### config.mk
export PLATFORM = sky130hd
export DESIGN_NAME = timer_expiry_queue
export DESIGN_NICKNAME = d
export VERILOG_FILES = /design/src/sv/tmq_pkg.sv /design/src/sv/tmq_slot_mem.sv /design/src/sv/timer_expiry_queue.sv
export SDC_FILE = /design/constraint.sdc
export NUM_CORES = 2
export LEC_CHECK = 0
export ABC_AREA = 1
export BUFFER_PORTS_ARGS = -buffer_cell sky130_fd_sc_hd__clkbuf_2
export CAP_MARGIN = 10
export CELL_PAD_IN_SITES_DETAIL_PLACEMENT = 1
export CELL_PAD_IN_SITES_GLOBAL_PLACEMENT = 1
export CORE_AREA = 2 2 589 591
export CTS_CLUSTER_SIZE = 20
export DETAILED_ROUTE_END_ITERATION = 12
export DIE_AREA = 0 0 591 593
export PLACE_DENSITY_LB_ADDON = 0.12
export SYNTH_ARGS = -nofsm -noshare
export SYNTH_HDL_FRONTEND = slang
export SYNTH_SLANG_ARGS = --single-unit
### constraint.sdc
create_clock -name clk -period 10.9 [get_ports clk]
set_clock_uncertainty 0.15 [all_clocks]
set_input_delay 2.18 -clock clk [delete_from_list [all_inputs] [get_ports clk]]
set_output_delay 2.18 -clock clk [all_outputs]
set_load 0.01 [all_outputs]
### src/sv/tmq_pkg.sv
// ----------------------------------------------------------------------------
// tmq_pkg
// Shared types, status codes and the firing order for the timer queue.
// ----------------------------------------------------------------------------
package tmq_pkg;

    localparam logic [1:0] FN_ADD   = 2'd0;
    localparam logic [1:0] FN_DEL   = 2'd1;
    localparam logic [1:0] FN_CHECK = 2'd2;
    localparam logic [1:0] FN_NONE  = 2'd3;

    localparam logic [2:0] ST_OK       = 3'd0;
    localparam logic [2:0] ST_FULL     = 3'd1;
    localparam logic [2:0] ST_DUP      = 3'd2;
    localparam logic [2:0] ST_NOTFOUND = 3'd3;
    localparam logic [2:0] ST_EMPTY    = 3'd4;
    localparam logic [2:0] ST_PENDING  = 3'd5;

    localparam logic [9:0] US_PER_MS = 10'd1000;

    typedef struct packed {
        logic [7:0]  handle;
        logic [62:0] t_begin;
        logic [63:0] t_expire;
    } slot_t;

    // true when (exp_a, beg_a) fires before (exp_b, beg_b)
    function automatic logic fires_before(input logic [63:0] exp_a,
                                          input logic [62:0] beg_a,
                                          input logic [63:0] exp_b,
                                          input logic [62:0] beg_b);
        logic r;
        if (exp_a != exp_b)
            r = exp_a < exp_b;
        else
            r = beg_a > beg_b;
        return r;
    endfunction

endpackage

### src/sv/tmq_slot_mem.sv
// ----------------------------------------------------------------------------
// tmq_slot_mem
// Slot storage: one write port, one read port with registered data.
// ----------------------------------------------------------------------------
module tmq_slot_mem #(
    parameter int DEPTH = 16,
    parameter int AW    = 4
) (
    input  logic           clk,
    input  logic           we,
    input  logic [AW-1:0]  waddr,
    input  tmq_pkg::slot_t wdata,
    input  logic [AW-1:0]  raddr,
    output tmq_pkg::slot_t rdata
);
    import tmq_pkg::*;

    slot_t mem [DEPTH];

    always_ff @(posedge clk)
    begin
        if (we)
            mem[waddr] <= wdata;
        rdata <= mem[raddr];
    end

endmodule

### src/sv/timer_expiry_queue.sv
// ----------------------------------------------------------------------------
// timer_expiry_queue
// Bounded timer set ordered by expiry; add, delete and check by a sequencer
// that scans the slot memory one entry per cycle through one compare unit.
// ----------------------------------------------------------------------------
//  channel   signals                                    transfer
//  input     start, busy, func, timer_id, elapse_ms,    start && !busy
//            now_us
//  result    done, kind, fired_id, status, wait_us,     done (one cycle)
//            last
//  config    cfg_we, cfg_wdata                          cfg_we
//
//  Add steps through multiply, add, slot scan and decide; an add that would
//  pass the water mark answers from idle with no scan. Delete: scan, decide.
//  Check: one scan per fired timer plus one, each followed by decide.
//  Every scan reads the slots through the single memory read port.
//  Reset clears all slots at once (valid flags). Results cannot be stalled.
// ----------------------------------------------------------------------------
module timer_expiry_queue #(
    parameter int MAX_TIMERS = 16
) (
    input  logic        clk,
    input  logic        rst_n,
    input  logic        start,
    output logic        busy,
    input  logic [1:0]  func,
    input  logic [7:0]  timer_id,
    input  logic [31:0] elapse_ms,
    input  logic [62:0] now_us,
    input  logic        cfg_we,
    input  logic [4:0]  cfg_wdata,
    output logic        done,
    output logic        kind,
    output logic [7:0]  fired_id,
    output logic [2:0]  status,
    output logic [31:0] wait_us,
    output logic        last
);
    import tmq_pkg::*;

    localparam int IW   = $clog2(MAX_TIMERS);
    localparam int CW   = $clog2(MAX_TIMERS + 1);
    localparam int CAPW = (CW > 5) ? CW : 5;
    localparam logic [IW:0]   N_SLOTS = (IW + 1)'(MAX_TIMERS);
    localparam logic [CAPW-1:0] N_CAP = CAPW'(MAX_TIMERS);

    typedef enum logic [5:0] {
        S_IDLE   = 6'b000001,
        S_MUL    = 6'b000010,
        S_ADD    = 6'b000100,
        S_SCAN   = 6'b001000,
        S_DECIDE = 6'b010000,
        S_SPARE  = 6'b100000
    } state_t;

    state_t state_reg, state_next;

    logic [4:0]  maxt_reg;
    logic [1:0]  func_reg;
    logic [7:0]  id_reg;
    logic [31:0] ms_reg;
    logic [62:0] now_reg;
    logic [41:0] prod_reg;
    logic [63:0] exp_reg;
    logic [MAX_TIMERS-1:0] valid_reg, valid_next;
    logic [CW-1:0] held_reg, held_next;

    logic [IW:0]   rd_idx_reg, rd_idx_next;
    logic [IW-1:0] cmp_idx_reg;
    logic          cmp_vld_reg, cmp_vld_next;
    logic          found_reg, found_next;
    logic [IW-1:0] best_idx_reg, best_idx_next;
    logic [63:0]   best_exp_reg, best_exp_next;
    logic [62:0]   best_beg_reg, best_beg_next;
    logic [7:0]    best_hdl_reg, best_hdl_next;
    logic          free_found_reg, free_found_next;
    logic [IW-1:0] free_idx_reg, free_idx_next;
    logic          dup_reg, dup_next;

    logic        done_next, kind_next, last_next;
    logic [7:0]  fired_next;
    logic [2:0]  status_next;
    logic [31:0] wait_next;

    slot_t mem_rd, mem_wd;
    logic  mem_we;
    logic  issue;
    logic  cand;
    logic [CAPW-1:0] cap;
    logic [CAPW:0]   held_plus;
    logic [63:0]     diff;

    tmq_slot_mem #(.DEPTH(MAX_TIMERS), .AW(IW)) u_mem (
        .clk   (clk),
        .we    (mem_we),
        .waddr (free_idx_reg),
        .wdata (mem_wd),
        .raddr (rd_idx_reg[IW-1:0]),
        .rdata (mem_rd)
    );

    assign busy = (state_reg != S_IDLE);
    assign mem_wd = '{handle: id_reg, t_begin: now_reg, t_expire: exp_reg};
    assign cap = (CAPW'(maxt_reg) < N_CAP) ? CAPW'(maxt_reg) : N_CAP;
    assign held_plus = (CAPW + 1)'(held_reg) + (CAPW + 1)'(1);
    assign issue = (rd_idx_reg < N_SLOTS);
    assign diff = best_exp_reg - {1'b0, now_reg};

    always_comb
    begin
        cand = cmp_vld_reg && valid_reg[cmp_idx_reg]
            && (func_reg != FN_DEL || mem_rd.handle == id_reg)
            && (!found_reg || fires_before(mem_rd.t_expire, mem_rd.t_begin,
                                           best_exp_reg, best_beg_reg));
    end

    always_comb
    begin
        state_next      = state_reg;
        valid_next      = valid_reg;
        held_next       = held_reg;
        rd_idx_next     = rd_idx_reg;
        cmp_vld_next    = 1'b0;
        found_next      = found_reg;
        best_idx_next   = best_idx_reg;
        best_exp_next   = best_exp_reg;
        best_beg_next   = best_beg_reg;
        best_hdl_next   = best_hdl_reg;
        free_found_next = free_found_reg;
        free_idx_next   = free_idx_reg;
        dup_next        = dup_reg;
        mem_we          = 1'b0;
        done_next       = 1'b0;
        kind_next       = 1'b1;
        fired_next      = 8'd0;
        status_next     = ST_OK;
        wait_next       = 32'd0;
        last_next       = 1'b1;
        case (state_reg)
            S_IDLE:
            begin
                if (start)
                begin
                    rd_idx_next     = '0;
                    found_next      = 1'b0;
                    free_found_next = 1'b0;
                    dup_next        = 1'b0;
                    case (func)
                        FN_ADD:
                        begin
                            if (held_plus > (CAPW + 1)'(cap))
                            begin
                                done_next   = 1'b1;
                                status_next = ST_FULL;
                            end
                            else
                                state_next = S_MUL;
                        end
                        FN_DEL, FN_CHECK: state_next = S_SCAN;
                        default: state_next = S_IDLE;
                    endcase
                end
            end
            S_MUL: state_next = S_ADD;
            S_ADD: state_next = S_SCAN;
            S_SCAN:
            begin
                if (issue)
                begin
                    rd_idx_next  = rd_idx_reg + (IW + 1)'(1);
                    cmp_vld_next = 1'b1;
                end
                if (cmp_vld_reg)
                begin
                    if (func_reg == FN_ADD)
                    begin
                        if (valid_reg[cmp_idx_reg])
                        begin
                            if (mem_rd.t_begin == now_reg && mem_rd.t_expire == exp_reg)
                                dup_next = 1'b1;
                        end
                        else if (!free_found_reg)
                        begin
                            free_found_next = 1'b1;
                            free_idx_next   = cmp_idx_reg;
                        end
                    end
                    else if (cand)
                    begin
                        found_next    = 1'b1;
                        best_idx_next = cmp_idx_reg;
                        best_exp_next = mem_rd.t_expire;
                        best_beg_next = mem_rd.t_begin;
                        best_hdl_next = mem_rd.handle;
                    end
                end
                if (!issue && !cmp_vld_reg)
                    state_next = S_DECIDE;
            end
            S_DECIDE:
            begin
                state_next = S_IDLE;
                done_next  = 1'b1;
                case (func_reg)
                    FN_ADD:
                    begin
                        if (dup_reg)
                            status_next = ST_DUP;
                        else if (!free_found_reg)
                            status_next = ST_FULL;
                        else
                        begin
                            mem_we                  = 1'b1;
                            valid_next[free_idx_reg] = 1'b1;
                            held_next               = held_reg + CW'(1);
                        end
                    end
                    FN_DEL:
                    begin
                        if (!found_reg)
                            status_next = ST_NOTFOUND;
                        else
                        begin
                            valid_next[best_idx_reg] = 1'b0;
                            if (held_reg != '0)
                                held_next = held_reg - CW'(1);
                        end
                    end
                    default:
                    begin
                        if (!found_reg)
                            status_next = ST_EMPTY;
                        else if ({1'b0, now_reg} >= best_exp_reg)
                        begin
                            kind_next   = 1'b0;
                            fired_next  = best_hdl_reg;
                            last_next   = 1'b0;
                            valid_next[best_idx_reg] = 1'b0;
                            if (held_reg != '0)
                                held_next = held_reg - CW'(1);
                            rd_idx_next = '0;
                            found_next  = 1'b0;
                            state_next  = S_SCAN;
                        end
                        else
                        begin
                            status_next = ST_PENDING;
                            wait_next   = (|diff[63:32]) ? 32'hFFFF_FFFF : diff[31:0];
                        end
                    end
                endcase
            end
            default: state_next = S_IDLE;
        endcase
    end

    always_ff @(posedge clk or negedge rst_n)
    begin
        if (!rst_n)
        begin
            state_reg   <= S_IDLE;
            maxt_reg    <= 5'd16;
            valid_reg   <= '0;
            held_reg    <= '0;
            cmp_vld_reg <= 1'b0;
            done        <= 1'b0;
        end
        else
        begin
            state_reg   <= state_next;
            if (cfg_we)
                maxt_reg <= cfg_wdata;
            valid_reg   <= valid_next;
            held_reg    <= held_next;
            cmp_vld_reg <= cmp_vld_next;
            done        <= done_next;
        end
    end

    always_ff @(posedge clk)
    begin
        if (state_reg == S_IDLE && start)
        begin
            func_reg <= func;
            id_reg   <= timer_id;
            ms_reg   <= elapse_ms;
            now_reg  <= now_us;
        end
        prod_reg       <= 42'(ms_reg) * 42'(US_PER_MS);
        if (state_reg == S_ADD)
            exp_reg <= {1'b0, now_reg} + 64'(prod_reg);
        rd_idx_reg     <= rd_idx_next;
        cmp_idx_reg    <= rd_idx_reg[IW-1:0];
        found_reg      <= found_next;
        best_idx_reg   <= best_idx_next;
        best_exp_reg   <= best_exp_next;
        best_beg_reg   <= best_beg_next;
        best_hdl_reg   <= best_hdl_next;
        free_found_reg <= free_found_next;
        free_idx_reg   <= free_idx_next;
        dup_reg        <= dup_next;
        kind           <= kind_next;
        fired_id       <= fired_next;
        status         <= status_next;
        wait_us        <= wait_next;
        last           <= last_next;
    end

    a_count_matches: assert property (@(posedge clk) disable iff (!rst_n)
        $countones(valid_reg) == int'(held_reg))
        else $error("held count differs from valid slots");

    a_fired_not_last: assert property (@(posedge clk) disable iff (!rst_n)
        (done && !kind) |-> (!last && state_reg == S_SCAN))
        else $error("fired report must be followed by a rescan");

    a_unused_silent: assert property (@(posedge clk) disable iff (!rst_n)
        (start && !busy && func == FN_NONE) |=> (!done && !busy))
        else $error("unused function produced activity");

endmodule

==> results.json <==
{
  "outcome": "finished clean",
  "ys.flop_type": "edfxtp_1",
  "dieArea_um2": 350000,
  "grt_pass1_vias": 81700,
  "start_kind": "flip-flop",
  "synth_top_cell_area_share_pct": 62.2,
  "top_regs": "u_mem.mem: 2160 flops, u_mem.rdata: 135 flops",
  "cts.sinks": 2735,
  "wl_per_cell_um": 27.5,
  "crit_top_cell": "nand2_1",
  "yosys.area.top_type": "edfxtp_1",
  "core_um2": 345000,
  "post_cts_resized": 0,
  "setup-violations-final": 0,
  "antenna_found_initial": 18,
  "ios": 161,
  "syn_to_final_growth_pct": 14.1,
  "syn_nets": 10500,
  "hpwlAfterDp_um": 255000,
  "start_util_pct": 34.8,
  "finalHoldViolCount": 0,
  "period_needed_ps": 5070,
  "syn_area_per_cell_um2": 12.1,
  "arrival_ps": 5420,
  "die_x_um": 591,
  "peakVddDrop_v": 0.000275,
  "postSynth.asyncResetShare_pct": 1.21,
  "hold_path.class": "reg2reg",
  "p_leak_uw": 0.0498,
  "worst-path-max-fanout": 48,
  "critical_path.top_delay_family": "simple AND/OR/NAND/NOR gates",
  "grtUsageMet2_pct": 37.9,
  "htree_levels": 5,
  "slew_headroom_pct": 16.5,
  "powerDensity_nw_per_um2": 302,
  "required_ps": 11260,
  "io_buffers": 160,
  "met1_usage_pct": 33.6,
  "track_usage_pct": 23.2,
  "clk_latency_ps": 940,
  "final_cell_mix": "edfxtp_1, nor2_1, nand2_1",
  "tns_ps": 0,
  "clkTransAtPathRegs_ps": 60,
  "cp-end-kind": "flip-flop",
  "yosysUniqueCellTypes": 59,
  "first_pass_iters": 5,
  "fin_nets": 10700,
  "cts_buffers": 317,
  "drt_iter0_markers": 6245,
  "synthCells": 9927,
  "grt_util_met3_pct": 1.99,
  "regMostFlops": "u_mem.mem",
  "clock_path_buffers": 4,
  "dp_cells": 14400,
  "synth.area.top_cells": "edfxtp_1, nor2_1, nand2_1",
  "drive_gt1_share_pct": 8.94,
  "crit_chain": "xnor2_1 > nand3_1 > o41ai_4 > nand2_1 > nor3_1 > nand2_1 > nor2_4 > buf_4",
  "overflow": 0,
  "critPathKind": "reg2reg",
  "post_cts_buffers": 0,
  "viasPerCell": 5.31,
  "wl_um": 413000,
  "place.gp.congestion": 0.897,
  "cts-root-buf": "clkbuf_16",
  "busiest_layer": "met2",
  "cap_violations": 0,
  "largest_reg_flops": 2160,
  "ys_seq_area_share_pct": 66.6,
  "vias": 79600,
  "route.detailed.drc": 0,
  "mostFrequentLayoutCell": "edfxtp_1",
  "synth_edf_count": 2480,
  "cts_hold_repair.buffers": 0,
  "num_rows": 216,
  "fin_crit_sh_pct": 46.5,
  "tritoncts": "built",
  "rsz0062_at_grt": "no",
  "grt_max_degree": 200,
  "max_stage_delay_ps": 1130,
  "fp.dieH_um": 593,
  "tightest_slew_ps": 1250,
  "detail-route-antenna-nets": 0,
  "ys_warn_count": 0,
  "clock.fmax_mhz": 197,
  "slowest_stage": "o41ai_4",
  "fillers": 36300,
  "path_buf_inv": 1,
  "syn_area_um2": 120000,
  "fin_cells": 15000,
  "grt_pass1_wl_um": 594000,
  "slew_viol_final": 0,
  "synth-seq-cells": 2735
}
## worst register-to-register path, cell delays in order, from the launching register on
cell and delay [ps]:
edfxtp_1 630, xnor2_1 310, nand3_1 160, o41ai_4 1130
nand2_1 170, nor3_1 490, nand2_1 210, nor2_4 590
buf_4 740
## through the flow
step	util, %	setup WS (ps)	total power (uW)	hold WS [ps]	area, um2
after floorplan	-	2630	24700	196	120000
after global placement	36.7	5760	30900	272	126000
after detailed placement	36.7	5800	31100	292	126000
after CTS	39.7	5790	41900	295	137000
after global routing	39.7	5470	44100	317	137000
final	39.7	5830	41300	306	137000
## Yosys cell counts, types with 18 or more instances
| master | count |
|---|---|
| edfxtp_1 | 2480 |
| nor2_1 | 1489 |
| nand2_1 | 1223 |
| inv_1 | 933 |
| o21ai_0 | 648 |
| clkbuf_1 | 363 |
| nand3_1 | 345 |
| ha_1 | 327 |
| o32ai_1 | 318 |
| a21oi_1 | 234 |
| o221ai_1 | 228 |
| dfxtp_1 | 222 |
| mux2i_1 | 222 |
| xor2_1 | 131 |
| fa_1 | 121 |
| xnor2_1 | 104 |
| nand4_1 | 64 |
| o211ai_1 | 58 |
| nor3_1 | 46 |
| nor4_1 | 34 |
| dfrtp_1 | 31 |
| a21oi_2 | 30 |
| buf_2 | 30 |
| a31oi_1 | 27 |
| buf_1 | 27 |
| or2_2 | 26 |
| o21a_1 | 18 |
| o21ai_1 | 18 |
## routing by layer
layer  up-vias  wire [um]
li1      35800          -
met1     41600     197000
met2      1656     192000
met3       471      14600
met4         0       9470
met5         -          0
## final timing paths
check,startpoint,depth (start not counted),slack (ps),to
min in group asynchronous,rst_n,1,1260,valid_reg[5]
worst min-delay path,u_mem.rdata[57],0,310,best_exp_reg[57]
worst max-delay path,id_reg[5],8,5830,best_exp_reg[32]
max in group asynchronous,rst_n,1,8730,maxt_reg[0]
worst max register to register,id_reg[5],8,5830,best_exp_reg[32]
worst min register to register,u_mem.rdata[57],0,310,best_exp_reg[57]
## logic make-up after synthesis
group,Yosys count,share of synthesized area (%)
flip-flops,2735,66.6
buffers and inverters,1366,4.33
adder cells (fa/ha/maj),448,5.44
XOR/XNOR,235,1.72
AO/OA/AOI/OAI,1631,8.92
multiplexers,225,1.88
AND/OR/NAND/NOR,3287,11.1
## power breakdown
part           internal [uW]  leakage (uW)  switching (uW)  total (uW)
combinational           5650        0.0202           11800       17400
sequential             12500        0.0246             808       13300
clock                   6190       0.00503            4460       10600
total                  24300        0.0498           17000       41300
## final cells by class
type                    instances  area [um2]  share of cell area (%)
diodes                          5        12.5                 0.00915
flip-flops and latches       2735       79700                    58.3
clock buffers                 424        8680                    6.35
inverters                     941        3560                    2.60
well taps                    4578        5730                    4.19
clock inverters               156        1680                    1.23
repair buffers                333        2290                    1.67
multi-input cells            5826       35100                    25.6
(Power assumes the default switching activity.)
